===== src/rtl/mbc1d_pkg.sv =====
// Shared types and constants for the MBC1 memory map decoder.
package mbc1d_pkg;

  localparam int ROM_ADDR_BITS = 22;
  localparam int OFF_W         = 22;
  localparam int BANK_W        = 7;
  localparam int PHYS_W        = BANK_W + 14;
  localparam int LIM_W         = (ROM_ADDR_BITS >= 23) ? ROM_ADDR_BITS + 2 : 24;

  localparam logic [15:0] ADDR_BOOT_END = 16'h0100;
  localparam logic [15:0] ADDR_BANKED   = 16'h4000;
  localparam logic [15:0] ADDR_VRAM     = 16'h8000;
  localparam logic [15:0] ADDR_XRAM     = 16'hA000;
  localparam logic [15:0] ADDR_WRAM     = 16'hC000;
  localparam logic [15:0] ADDR_ECHO     = 16'hE000;
  localparam logic [15:0] ADDR_OAM      = 16'hFE00;
  localparam logic [15:0] ADDR_OAM_END  = 16'hFEA0;
  localparam logic [15:0] ADDR_IO       = 16'hFF00;
  localparam logic [15:0] ADDR_HRAM     = 16'hFF80;
  localparam logic [15:0] ADDR_IE       = 16'hFFFF;

  localparam logic [3:0]  RAM_EN_KEY    = 4'hA;
  localparam logic [8:0]  ROM_SIZE_RST  = 9'd2;

  typedef enum logic [1:0] {
    OP_READ    = 2'd0,
    OP_WRITE   = 2'd1,
    OP_OVERLAY = 2'd2,
    OP_NOP     = 2'd3
  } op_e;

  typedef enum logic [1:0] {
    CFG_MBC1      = 2'd0,
    CFG_ROM_SIZE  = 2'd1,
    CFG_XRAM_SIZE = 2'd2,
    CFG_UNUSED    = 2'd3
  } cfg_idx_e;

  typedef enum logic [1:0] {
    MW_RAM_EN   = 2'd0,
    MW_BANK_LO  = 2'd1,
    MW_BANK_HI  = 2'd2,
    MW_MODE     = 2'd3
  } mapper_reg_e;

  typedef enum logic [3:0] {
    RG_BOOT = 4'd0,
    RG_ROM  = 4'd1,
    RG_VRAM = 4'd2,
    RG_XRAM = 4'd3,
    RG_WRAM = 4'd4,
    RG_OAM  = 4'd5,
    RG_IO   = 4'd6,
    RG_HRAM = 4'd7,
    RG_FF   = 4'd8,
    RG_00   = 4'd9,
    RG_NONE = 4'd10
  } region_e;

  typedef struct packed {
    logic [1:0]  operation;
    logic [15:0] address;
    logic [7:0]  write_data;
  } in_t;

  typedef struct packed {
    logic [3:0]       region;
    logic [OFF_W-1:0] offset;
  } out_t;

  typedef struct packed {
    logic        mbc1;
    logic [8:0]  rom_size;
    logic [15:0] xram_bytes;
  } cfg_t;

  typedef struct packed {
    logic [BANK_W-1:0] prg_bank;
    logic              bank_mode;
    logic              ram_en;
    logic [1:0]        sram_bank;
    logic              overlay_on;
  } bank_state_t;

endpackage


===== src/rtl/mbc1d_regs.sv =====
// Configuration registers and MBC1 bank state.
module mbc1d_regs (
  input  logic                  clk_i,
  input  logic                  rst_ni,
  input  logic                  cfg_we_i,
  input  logic [1:0]            cfg_index_i,
  input  logic [15:0]           cfg_data_i,
  input  logic                  upd_i,
  input  mbc1d_pkg::bank_state_t state_d_i,
  output mbc1d_pkg::cfg_t        cfg_o,
  output mbc1d_pkg::bank_state_t state_o
);

  mbc1d_pkg::cfg_t        cfg_q;
  mbc1d_pkg::bank_state_t state_q;

  always_ff @(posedge clk_i or negedge rst_ni) begin
    if (!rst_ni) begin
      cfg_q.mbc1       <= 1'b0;
      cfg_q.rom_size   <= mbc1d_pkg::ROM_SIZE_RST;
      cfg_q.xram_bytes <= '0;
    end else if (cfg_we_i) begin
      case (mbc1d_pkg::cfg_idx_e'(cfg_index_i))
        mbc1d_pkg::CFG_MBC1:      cfg_q.mbc1       <= cfg_data_i[0];
        mbc1d_pkg::CFG_ROM_SIZE:  cfg_q.rom_size   <= cfg_data_i[8:0];
        mbc1d_pkg::CFG_XRAM_SIZE: cfg_q.xram_bytes <= cfg_data_i;
        default: ;
      endcase
    end
  end

  always_ff @(posedge clk_i or negedge rst_ni) begin
    if (!rst_ni) begin
      state_q.prg_bank   <= '0;
      state_q.bank_mode  <= 1'b0;
      state_q.ram_en     <= 1'b0;
      state_q.sram_bank  <= '0;
      state_q.overlay_on <= 1'b1;
    end else if (upd_i) begin
      state_q <= state_d_i;
    end
  end

  assign cfg_o   = cfg_q;
  assign state_o = state_q;

endmodule


===== src/rtl/mbc1d_decode.sv =====
// Address decode and mapper register update for one bus access.
module mbc1d_decode (
  input  mbc1d_pkg::in_t         item_i,
  input  mbc1d_pkg::cfg_t        cfg_i,
  input  mbc1d_pkg::bank_state_t state_i,
  output mbc1d_pkg::out_t        res_o,
  output mbc1d_pkg::bank_state_t state_d_o
);

  logic [15:0]                    a;
  logic [7:0]                     d;
  logic                           is_read;
  logic [mbc1d_pkg::BANK_W-1:0]   bank;
  logic [mbc1d_pkg::PHYS_W-1:0]   phys;
  logic [mbc1d_pkg::LIM_W-1:0]    lim_size;
  logic [mbc1d_pkg::LIM_W-1:0]    lim_cap;
  logic [mbc1d_pkg::LIM_W-1:0]    lim;
  logic                           rom_ok;
  logic                           xram_ok;

  assign a       = item_i.address;
  assign d       = item_i.write_data;
  assign is_read = (mbc1d_pkg::op_e'(item_i.operation) == mbc1d_pkg::OP_READ);

  // zero in the low five bits selects the next bank up
  always_comb begin
    bank[6:5] = state_i.bank_mode ? 2'b00 : state_i.prg_bank[6:5];
    bank[4:0] = (state_i.prg_bank[4:0] == 5'd0) ? 5'd1 : state_i.prg_bank[4:0];
  end

  always_comb begin
    if (a < mbc1d_pkg::ADDR_BANKED) begin
      phys = mbc1d_pkg::PHYS_W'(a[13:0]);
    end else if (cfg_i.mbc1) begin
      phys = {bank, a[13:0]};
    end else begin
      phys = mbc1d_pkg::PHYS_W'(a[14:0]);
    end
  end

  assign lim_size = {(mbc1d_pkg::LIM_W - 23)'(0), cfg_i.rom_size, 14'd0};
  assign lim_cap  = mbc1d_pkg::LIM_W'(1) << mbc1d_pkg::ROM_ADDR_BITS;
  assign lim      = (lim_size > lim_cap) ? lim_cap : lim_size;
  assign rom_ok   = mbc1d_pkg::LIM_W'(phys) < lim;
  assign xram_ok  = {3'd0, a[12:0]} < cfg_i.xram_bytes;

  always_comb begin
    res_o.region = mbc1d_pkg::RG_NONE;
    res_o.offset = '0;
    state_d_o    = state_i;
    case (mbc1d_pkg::op_e'(item_i.operation))
      mbc1d_pkg::OP_READ, mbc1d_pkg::OP_WRITE: begin
        if (a < mbc1d_pkg::ADDR_VRAM) begin
          if (is_read) begin
            if (state_i.overlay_on && a < mbc1d_pkg::ADDR_BOOT_END) begin
              res_o.region = mbc1d_pkg::RG_BOOT;
              res_o.offset = mbc1d_pkg::OFF_W'(a[7:0]);
            end else if (rom_ok) begin
              res_o.region = mbc1d_pkg::RG_ROM;
              res_o.offset = mbc1d_pkg::OFF_W'(phys);
            end else begin
              res_o.region = mbc1d_pkg::RG_FF;
            end
          end else if (cfg_i.mbc1) begin
            case (mbc1d_pkg::mapper_reg_e'(a[14:13]))
              mbc1d_pkg::MW_RAM_EN:  state_d_o.ram_en = (d[3:0] == mbc1d_pkg::RAM_EN_KEY);
              mbc1d_pkg::MW_BANK_LO: state_d_o.prg_bank[4:0] = d[4:0];
              mbc1d_pkg::MW_BANK_HI: begin
                if (!state_i.bank_mode) begin
                  state_d_o.prg_bank[6:5] = d[1:0];
                end else begin
                  state_d_o.sram_bank = d[1:0];
                end
              end
              mbc1d_pkg::MW_MODE:    state_d_o.bank_mode = d[0];
              default: ;
            endcase
          end
        end else if (a < mbc1d_pkg::ADDR_XRAM) begin
          res_o.region = mbc1d_pkg::RG_VRAM;
          res_o.offset = mbc1d_pkg::OFF_W'(a - mbc1d_pkg::ADDR_VRAM);
        end else if (a < mbc1d_pkg::ADDR_WRAM) begin
          if (xram_ok) begin
            res_o.region = mbc1d_pkg::RG_XRAM;
            res_o.offset = mbc1d_pkg::OFF_W'(a - mbc1d_pkg::ADDR_XRAM);
          end else if (is_read) begin
            res_o.region = mbc1d_pkg::RG_00;
          end
        end else if (a < mbc1d_pkg::ADDR_ECHO) begin
          res_o.region = mbc1d_pkg::RG_WRAM;
          res_o.offset = mbc1d_pkg::OFF_W'(a - mbc1d_pkg::ADDR_WRAM);
        end else if (a >= mbc1d_pkg::ADDR_OAM && a < mbc1d_pkg::ADDR_OAM_END) begin
          res_o.region = mbc1d_pkg::RG_OAM;
          res_o.offset = mbc1d_pkg::OFF_W'(a - mbc1d_pkg::ADDR_OAM);
        end else if ((a >= mbc1d_pkg::ADDR_IO && a < mbc1d_pkg::ADDR_HRAM) ||
                     a == mbc1d_pkg::ADDR_IE) begin
          res_o.region = mbc1d_pkg::RG_IO;
          res_o.offset = mbc1d_pkg::OFF_W'(a[7:0]);
        end else if (a >= mbc1d_pkg::ADDR_HRAM) begin
          res_o.region = mbc1d_pkg::RG_HRAM;
          res_o.offset = mbc1d_pkg::OFF_W'(a - mbc1d_pkg::ADDR_HRAM);
        end else if (is_read) begin
          res_o.region = mbc1d_pkg::RG_FF;
        end
      end
      mbc1d_pkg::OP_OVERLAY: begin
        if (d[0]) begin
          state_d_o.overlay_on = 1'b0;
        end
      end
      default: ;
    endcase
  end

endmodule


===== src/rtl/handheld_memory_map_mbc1_decoder.sv =====
// Top level of the MBC1 cartridge memory map decoder.
//
// One bus access (read, write, boot overlay control write or no-op) enters
// on the in channel per item; one result (region, offset) leaves on the out
// channel for every item. Both channels use valid/ready.
// Items pass an input register, then one pass of decode logic that also
// updates the bank registers, then a result register. out_valid_o rises
// when the item moves from the input register into the result register;
// when the receiver is ready one item per cycle is sustained, set by the
// single decode pass between the two registers. Bank state is updated as an
// item moves into the result register, so the next item already sees it.
// When the receiver stalls, the result holds and the input register still
// takes one more item; after that in_ready_o drops until the result is taken.
// Configuration writes (cfg_we_i, cfg_index_i, cfg_data_i) take effect at
// once and are meant for idle periods; an index beyond the list is ignored.
// Reset clears both pipeline valid flags, the bank registers and mode, sets
// the boot overlay on and loads plain ROM of two banks with no external RAM.
module handheld_memory_map_mbc1_decoder (
  input  logic             clk_i,
  input  logic             rst_ni,
  input  logic             cfg_we_i,
  input  logic [1:0]       cfg_index_i,
  input  logic [15:0]      cfg_data_i,
  input  logic             in_valid_i,
  output logic             in_ready_o,
  input  mbc1d_pkg::in_t   in_data_i,
  output logic             out_valid_o,
  input  logic             out_ready_i,
  output mbc1d_pkg::out_t  out_data_o
);

  logic                   s1_valid_q;
  mbc1d_pkg::in_t         s1_item_q;
  logic                   out_valid_q;
  mbc1d_pkg::out_t        out_data_q;
  logic                   advance;
  mbc1d_pkg::cfg_t        cfg;
  mbc1d_pkg::bank_state_t state;
  mbc1d_pkg::bank_state_t state_d;
  mbc1d_pkg::out_t        res_d;

  assign advance    = s1_valid_q && (!out_valid_q || out_ready_i);
  assign in_ready_o = !s1_valid_q || advance;

  mbc1d_regs u_regs (
    .clk_i      (clk_i),
    .rst_ni     (rst_ni),
    .cfg_we_i   (cfg_we_i),
    .cfg_index_i(cfg_index_i),
    .cfg_data_i (cfg_data_i),
    .upd_i      (advance),
    .state_d_i  (state_d),
    .cfg_o      (cfg),
    .state_o    (state)
  );

  mbc1d_decode u_decode (
    .item_i   (s1_item_q),
    .cfg_i    (cfg),
    .state_i  (state),
    .res_o    (res_d),
    .state_d_o(state_d)
  );

  always_ff @(posedge clk_i or negedge rst_ni) begin
    if (!rst_ni) begin
      s1_valid_q  <= 1'b0;
      out_valid_q <= 1'b0;
    end else begin
      if (in_ready_o) begin
        s1_valid_q <= in_valid_i;
      end
      if (advance) begin
        out_valid_q <= 1'b1;
      end else if (out_ready_i) begin
        out_valid_q <= 1'b0;
      end
    end
  end

  always_ff @(posedge clk_i) begin
    if (in_valid_i && in_ready_o) begin
      s1_item_q <= in_data_i;
    end
    if (advance) begin
      out_data_q <= res_d;
    end
  end

  assign out_valid_o = out_valid_q;
  assign out_data_o  = out_data_q;

endmodule


===== config.mk =====
export PLATFORM = sky130hd
export DESIGN_NAME = handheld_memory_map_mbc1_decoder
export DESIGN_NICKNAME = d
export VERILOG_FILES = /design/src/rtl/mbc1d_pkg.sv /design/src/rtl/mbc1d_regs.sv /design/src/rtl/mbc1d_decode.sv /design/src/rtl/handheld_memory_map_mbc1_decoder.sv
export SDC_FILE = /design/constraint.sdc
export NUM_CORES = 1
export LEC_CHECK = 0
export ABC_AREA = 1
export BUFFER_PORTS_ARGS = -buffer_cell sky130_fd_sc_hd__buf_2
export CELL_PAD_IN_SITES_DETAIL_PLACEMENT = 0
export CELL_PAD_IN_SITES_GLOBAL_PLACEMENT = 2
export CORE_MARGIN = 1.5
export CORE_UTILIZATION = 35
export DETAILED_ROUTE_END_ITERATION = 8
export GPL_TIMING_DRIVEN = 1
export PLACE_DENSITY = 0.83
export SLEW_MARGIN = 0
export SYNTH_ARGS = -nofsm -noshare
export SYNTH_HDL_FRONTEND = slang
export SYNTH_HIERARCHICAL = 1
export SYNTH_SLANG_ARGS = --single-unit

===== constraint.sdc =====
create_clock -name clk_i -period 3.43 [get_ports clk_i]
set_clock_uncertainty 0.05 [all_clocks]
set_input_delay 0.5145 -clock clk_i [delete_from_list [all_inputs] [get_ports clk_i]]
set_output_delay 0.5145 -clock clk_i [all_outputs]
set_load 0.03 [all_outputs]

==> results of run 1 <==
worst max-delay path: stages (launching register included):
cell and delay (ps):
edfxtp_1 500, inv_1 200, ha_1 280, nor2_1 190
inv_1 160, nor2_1 120, ha_1 250, a21oi_1 130
nand3b_1 120, a21oi_1 70, nor2_1 190, nand3b_1 120
nand2_2 220, o21ai_0 130, nor2_1 110
cell type report:
cell class	instances	area share
sequential	86	0.419
multi-input combinational	395	0.370
timing repair buffer	76	0.0677
inverter	76	0.0505
clock buffer	10	0.0417
tap	180	0.0393
clock inverter	6	0.0116
stage by stage:
step	setup WS [ps]	cells
floorplan	607	572
global placement	551	813
detailed placement	485	813
CTS	447	829
global route	124	829
finish	437	829
registers in the layout, summed over array words and instances (netlist names):
signal and flops:
s1_valid_q 1, out_valid_o 1, out_data_o 26, u_regs/state_o 9
s1_item_q 23, u_regs/cfg_o 26
worst max-delay path by stage:
stage / from / end / slack [ps] / cells after the start
after floorplan: s1_item_q[23]$_DFFE_PP_ / out_data_o[16]$_DFFE_PP_ / 610 / 17
after global placement: s1_item_q[22]$_DFFE_PP_ / out_data_o[11]$_DFFE_PP_ / 550 / 14
after detailed placement: s1_item_q[22]$_DFFE_PP_ / out_data_o[22]$_DFFE_PP_ / 490 / 13
after CTS: s1_item_q[22]$_DFFE_PP_ / out_data_o[22]$_DFFE_PP_ / 450 / 13
after global routing: s1_item_q[22]$_DFFE_PP_ / out_data_o[8]$_DFFE_PP_ / 120 / 14
final: s1_item_q[22]$_DFFE_PP_ / out_data_o[11]$_DFFE_PP_ / 440 / 14
where the power goes:
group	switching [mW]	internal [mW]	total, mW	leakage, nW
Combinational	0.412	0.205	0.617	1.63
Sequential	0.0859	1.24	1.33	0.940
Clock	0.407	0.589	0.996	0.154
Total	0.905	2.04	2.94	2.72
per-layer routing:
metal	global-route usage	up-vias	routed length [um]
li1	-	2040	-
met1	0.213	1766	5460
met2	0.264	81	5290
met3	0.0407	8	460
met4	0.0596	0	136
met5	0	-	0
==> results.cfg, run 1 <==
[worst_hold_path]
hp-class = in2async

[routing]
drc = 0
final_antenna_net_count = 0
via_per_inst = 4.70
firstDrtPassIters = 4
routed_wl_mm = 11.3
drtIter0Drc = 154
wl_per_cell_um = 13.7
num_vias = 3895

[clock_tree]
cts_inserted_buffers = 9
cts_tree = done
clockBufferDepth = 2
htree_levels = 3
cts.sinks = 86
cts_root_buf = clkbuf_16
post_cts_buffers = 0
holdBufCountCts = 0
cts_resized = 0
clk-insertion-delay-late_ps = 340
clkSlewWorstSetupHoldPaths_ps = 60

[grt]
antenna_found_initial = 0
grt_pass1_wl_mm = 18.8
grt_pass1_vias = 3857
overflow = 0
grt_usage = 0.164
grt_max_degree = 45

[critical_path]
critPathLaunchType = flip-flop
r2r_start = s1_item_q[22]$_DFFE_PP_
timing.rr.end = out_data_o[11]$_DFFE_PP_
r2r_cells = 14
crit_path_end_kind = flip-flop
cp_data_arrival_time_ps = 3140
critPathMaxFanout = 14
cp_data_required_time_ps = 3580
path_class = reg2reg
rrSetupSlack_ps = 440

[run]
cap_viol_max_count = 0

[finish]
drive_above_1_share = 0.199
multiInputGateArea_um2 = 2120
finalNetCount = 722
register_area_um2 = 2400
postLayoutCellArea_um2 = 5730
final_cell_mix = 166 x nand2_1, 73 x buf_2, 69 x inv_1, 49 x edfxtp_1, 37 x nor2_1
antenna_cells = 0
layout_commonest_cell = nand2_1
area_delta_synth_final_pct = 16.1
final_util = 0.414
nFillCells = 1427

[placement]
place.detailed.hpwl_mm = 8.56
io_buffer_count = 73
globalplace.congestion = 0.871
place_area_um2 = 5420

[sta]
worst_pin_slew_ps = 940
whs_ps = 217
max_slew_margin = 0.373
finalSetupViolations = 0
min_period_over_period = 0.873
drv_slew = 0
fmax_mhz = 334
fin_tns_setup_ps = 0
finalHoldViolations = 0
grt_setup_unrepaired = no
period_minus_slack_ps = 2990

[die]
die_w_um = 122
row_count = 43
die_h_um = 122
coreArea_um2 = 13800
initial_utilization = 0.357
ios = 77
die-area_um2 = 14800

[run_status]
status = complete, no violations

[yosys]
synth_cells = 572
synth.avg_cell_area_um2 = 8.62
netlist_area_um2 = 4930
ys_warn_count = 6
syn-num-nets = 650

[power_and_ir_drop]
p_leak_nw = 2.72
powerDensity_nw_per_um2 = 514
totalPowerFinal_mw = 2.94
ir_drop_uv = 254
(Power assumes the default switching activity.)
==> run 2, diff against run 1 <==
RECOVER_POWER = 25   (was unset)
==> results.cfg, run 2 (synthesized netlist as in run 1, its figures left out) <==
[run_status]
status = finished with violations
failed_checks = capacitance limit, slew limit

[worst_hold_path]
hp-class = in2reg
min-delay-start = in_data_i[8]

[critical_path]
cp_data_arrival_time_ps = 3120
cp_data_required_time_ps = 3560
critPathLaunchType = flip-flop
critPathMaxFanout = 14
r2r_start = s1_item_q[22]$_DFFE_PP_
crit_start = s1_item_q[22]$_DFFE_PP_
path_class = reg2reg
crit_path_end_kind = flip-flop

[die]
ios = 77
die_w_um = 122
initial_utilization = 0.357
coreArea_um2 = 13800
row_count = 43
die-area_um2 = 14800
die_h_um = 122

[routing]
wl_per_cell_um = 13.7
routed_wl_mm = 11.3
final_antenna_net_count = 0
via_per_inst = 4.70
num_vias = 3897
firstDrtPassIters = 4
drtIter0Drc = 152
drc = 0

[power_and_ir_drop]
totalPowerFinal_mw = 2.94
p_leak_nw = 2.71
seqPwrFrac = 0.451
clkPwrFrac = 0.339
p_sw_frac = 0.308
p_int_mw = 2.04
power_frac_comb = 0.210
ir_drop_uv = 254
switching_power_mw = 0.905
powerDensity_nw_per_um2 = 514

[clock_tree]
cts_root_buf = clkbuf_16
clk-insertion-delay-late_ps = 340
holdBufCountCts = 0
cts_tree = done
cts_inserted_buffers = 9
cts.sinks = 86
htree_levels = 3
post_cts_buffers = 0
clockBufferDepth = 2
clkSlewWorstSetupHoldPaths_ps = 60
cts_resized = 0

[sta]
period_minus_slack_ps = 2990
drv_slew = 38
worst_pin_slew_ps = 2030
fin_tns_setup_ps = 0
whs_ps = 291
min_period_over_period = 0.871
grt_setup_unrepaired = no
max_slew_margin = -0.355
finalSetupViolations = 0
fmax_mhz = 335
finalHoldViolations = 0

[grt]
grt_pass1_vias = 3857
grt_pass1_wl_mm = 18.8
grt_usage = 0.164
overflow = 0
antenna_found_initial = 0
grt_max_degree = 45

[finish]
area_delta_synth_final_pct = 16.0
postLayoutCellArea_um2 = 5720
layout_commonest_cell = nand2_1
final_cell_mix = 166 x nand2_1, 71 x buf_2, 69 x inv_1, 49 x edfxtp_1, 37 x nor2_1
finalNetCount = 722
antenna_cells = 0
final_util = 0.414
drive_above_1_share = 0.194

[placement]
globalplace.congestion = 0.871
place.detailed.hpwl_mm = 8.56
place_area_um2 = 5420
io_buffer_count = 73

[run]
cap_viol_max_count = 1
## run 2: cell types whose count changed in the layout (fill, tap and decap cells not counted), sizes merged
cell / delta
clkbuf: +2
buf: -2
## run 2: final timing paths
kind,cells after the start,end,slack (ps)
worst min register to register,2,u_regs/cfg_o[14]$_DFFE_PN0P_,420
min in group asynchronous,1,u_regs/cfg_o[1]$_DFFE_PN0P_,690
worst min-delay path,1,s1_item_q[8]$_DFFE_PP_,290
max in group asynchronous,1,u_regs/state_o[6]$_DFFE_PN0P_,1470
worst max-delay path,13,out_data_o[22]$_DFFE_PP_,440
worst max register to register,13,out_data_o[22]$_DFFE_PP_,440
## run 2: metrics by stage
step | worst slack (ps) | std cells
after detailed placement | 485 | 813
after global routing | 124 | 829
after global placement | 551 | 813
after CTS | 447 | 829
after floorplan | 607 | 572
final | 443 | 829
## run 2: metal layers
layer | part of all wire | track usage | routed length, um | vias up
li1 | - | - | - | 2038
met1 | 0.48 | 0.213 | 5430 | 1768
met2 | 0.46 | 0.264 | 5260 | 83
met3 | 0.044 | 0.0407 | 504 | 8
met4 | 0.012 | 0.0596 | 136 | 0
met5 | 0 | 0 | 0 | -
## run 2: cell type report
| class | count | area, um^2 |
|---|---|---|
| fill | 1429 | 8110 |
| sequential | 86 | 2400 |
| multi-input combinational | 395 | 2110 |
| timing repair buffer | 76 | 385 |
| inverter | 76 | 289 |
| clock buffer | 10 | 239 |
| tap | 180 | 225 |
| clock inverter | 6 | 66.3 |
## run 2: power by group through the flow
stage	combinational, mW	clock [mW]	sequential (mW)
2_1_floorplan	0.397	0	1.39
3_3_place_gp	0.605	0	1.35
3_5_place_dp	0.620	0	1.35
4_1_cts	0.622	1.03	1.33
5_1_grt	0.713	1.07	1.35
6_report	0.617	0.996	1.33
## run 2: critical path, stage by stage, from the launching register on
cell      delay [ps]
edfxtp_1         500
inv_1            200
ha_1             280
nor2_1           190
inv_1            160
nor2_1           120
ha_1             250
a21oi_1          130
nand3b_1         120
a21oi_1           70
nor2_1           190
nand3b_1         120
nand2_2          220
a21boi_0         220
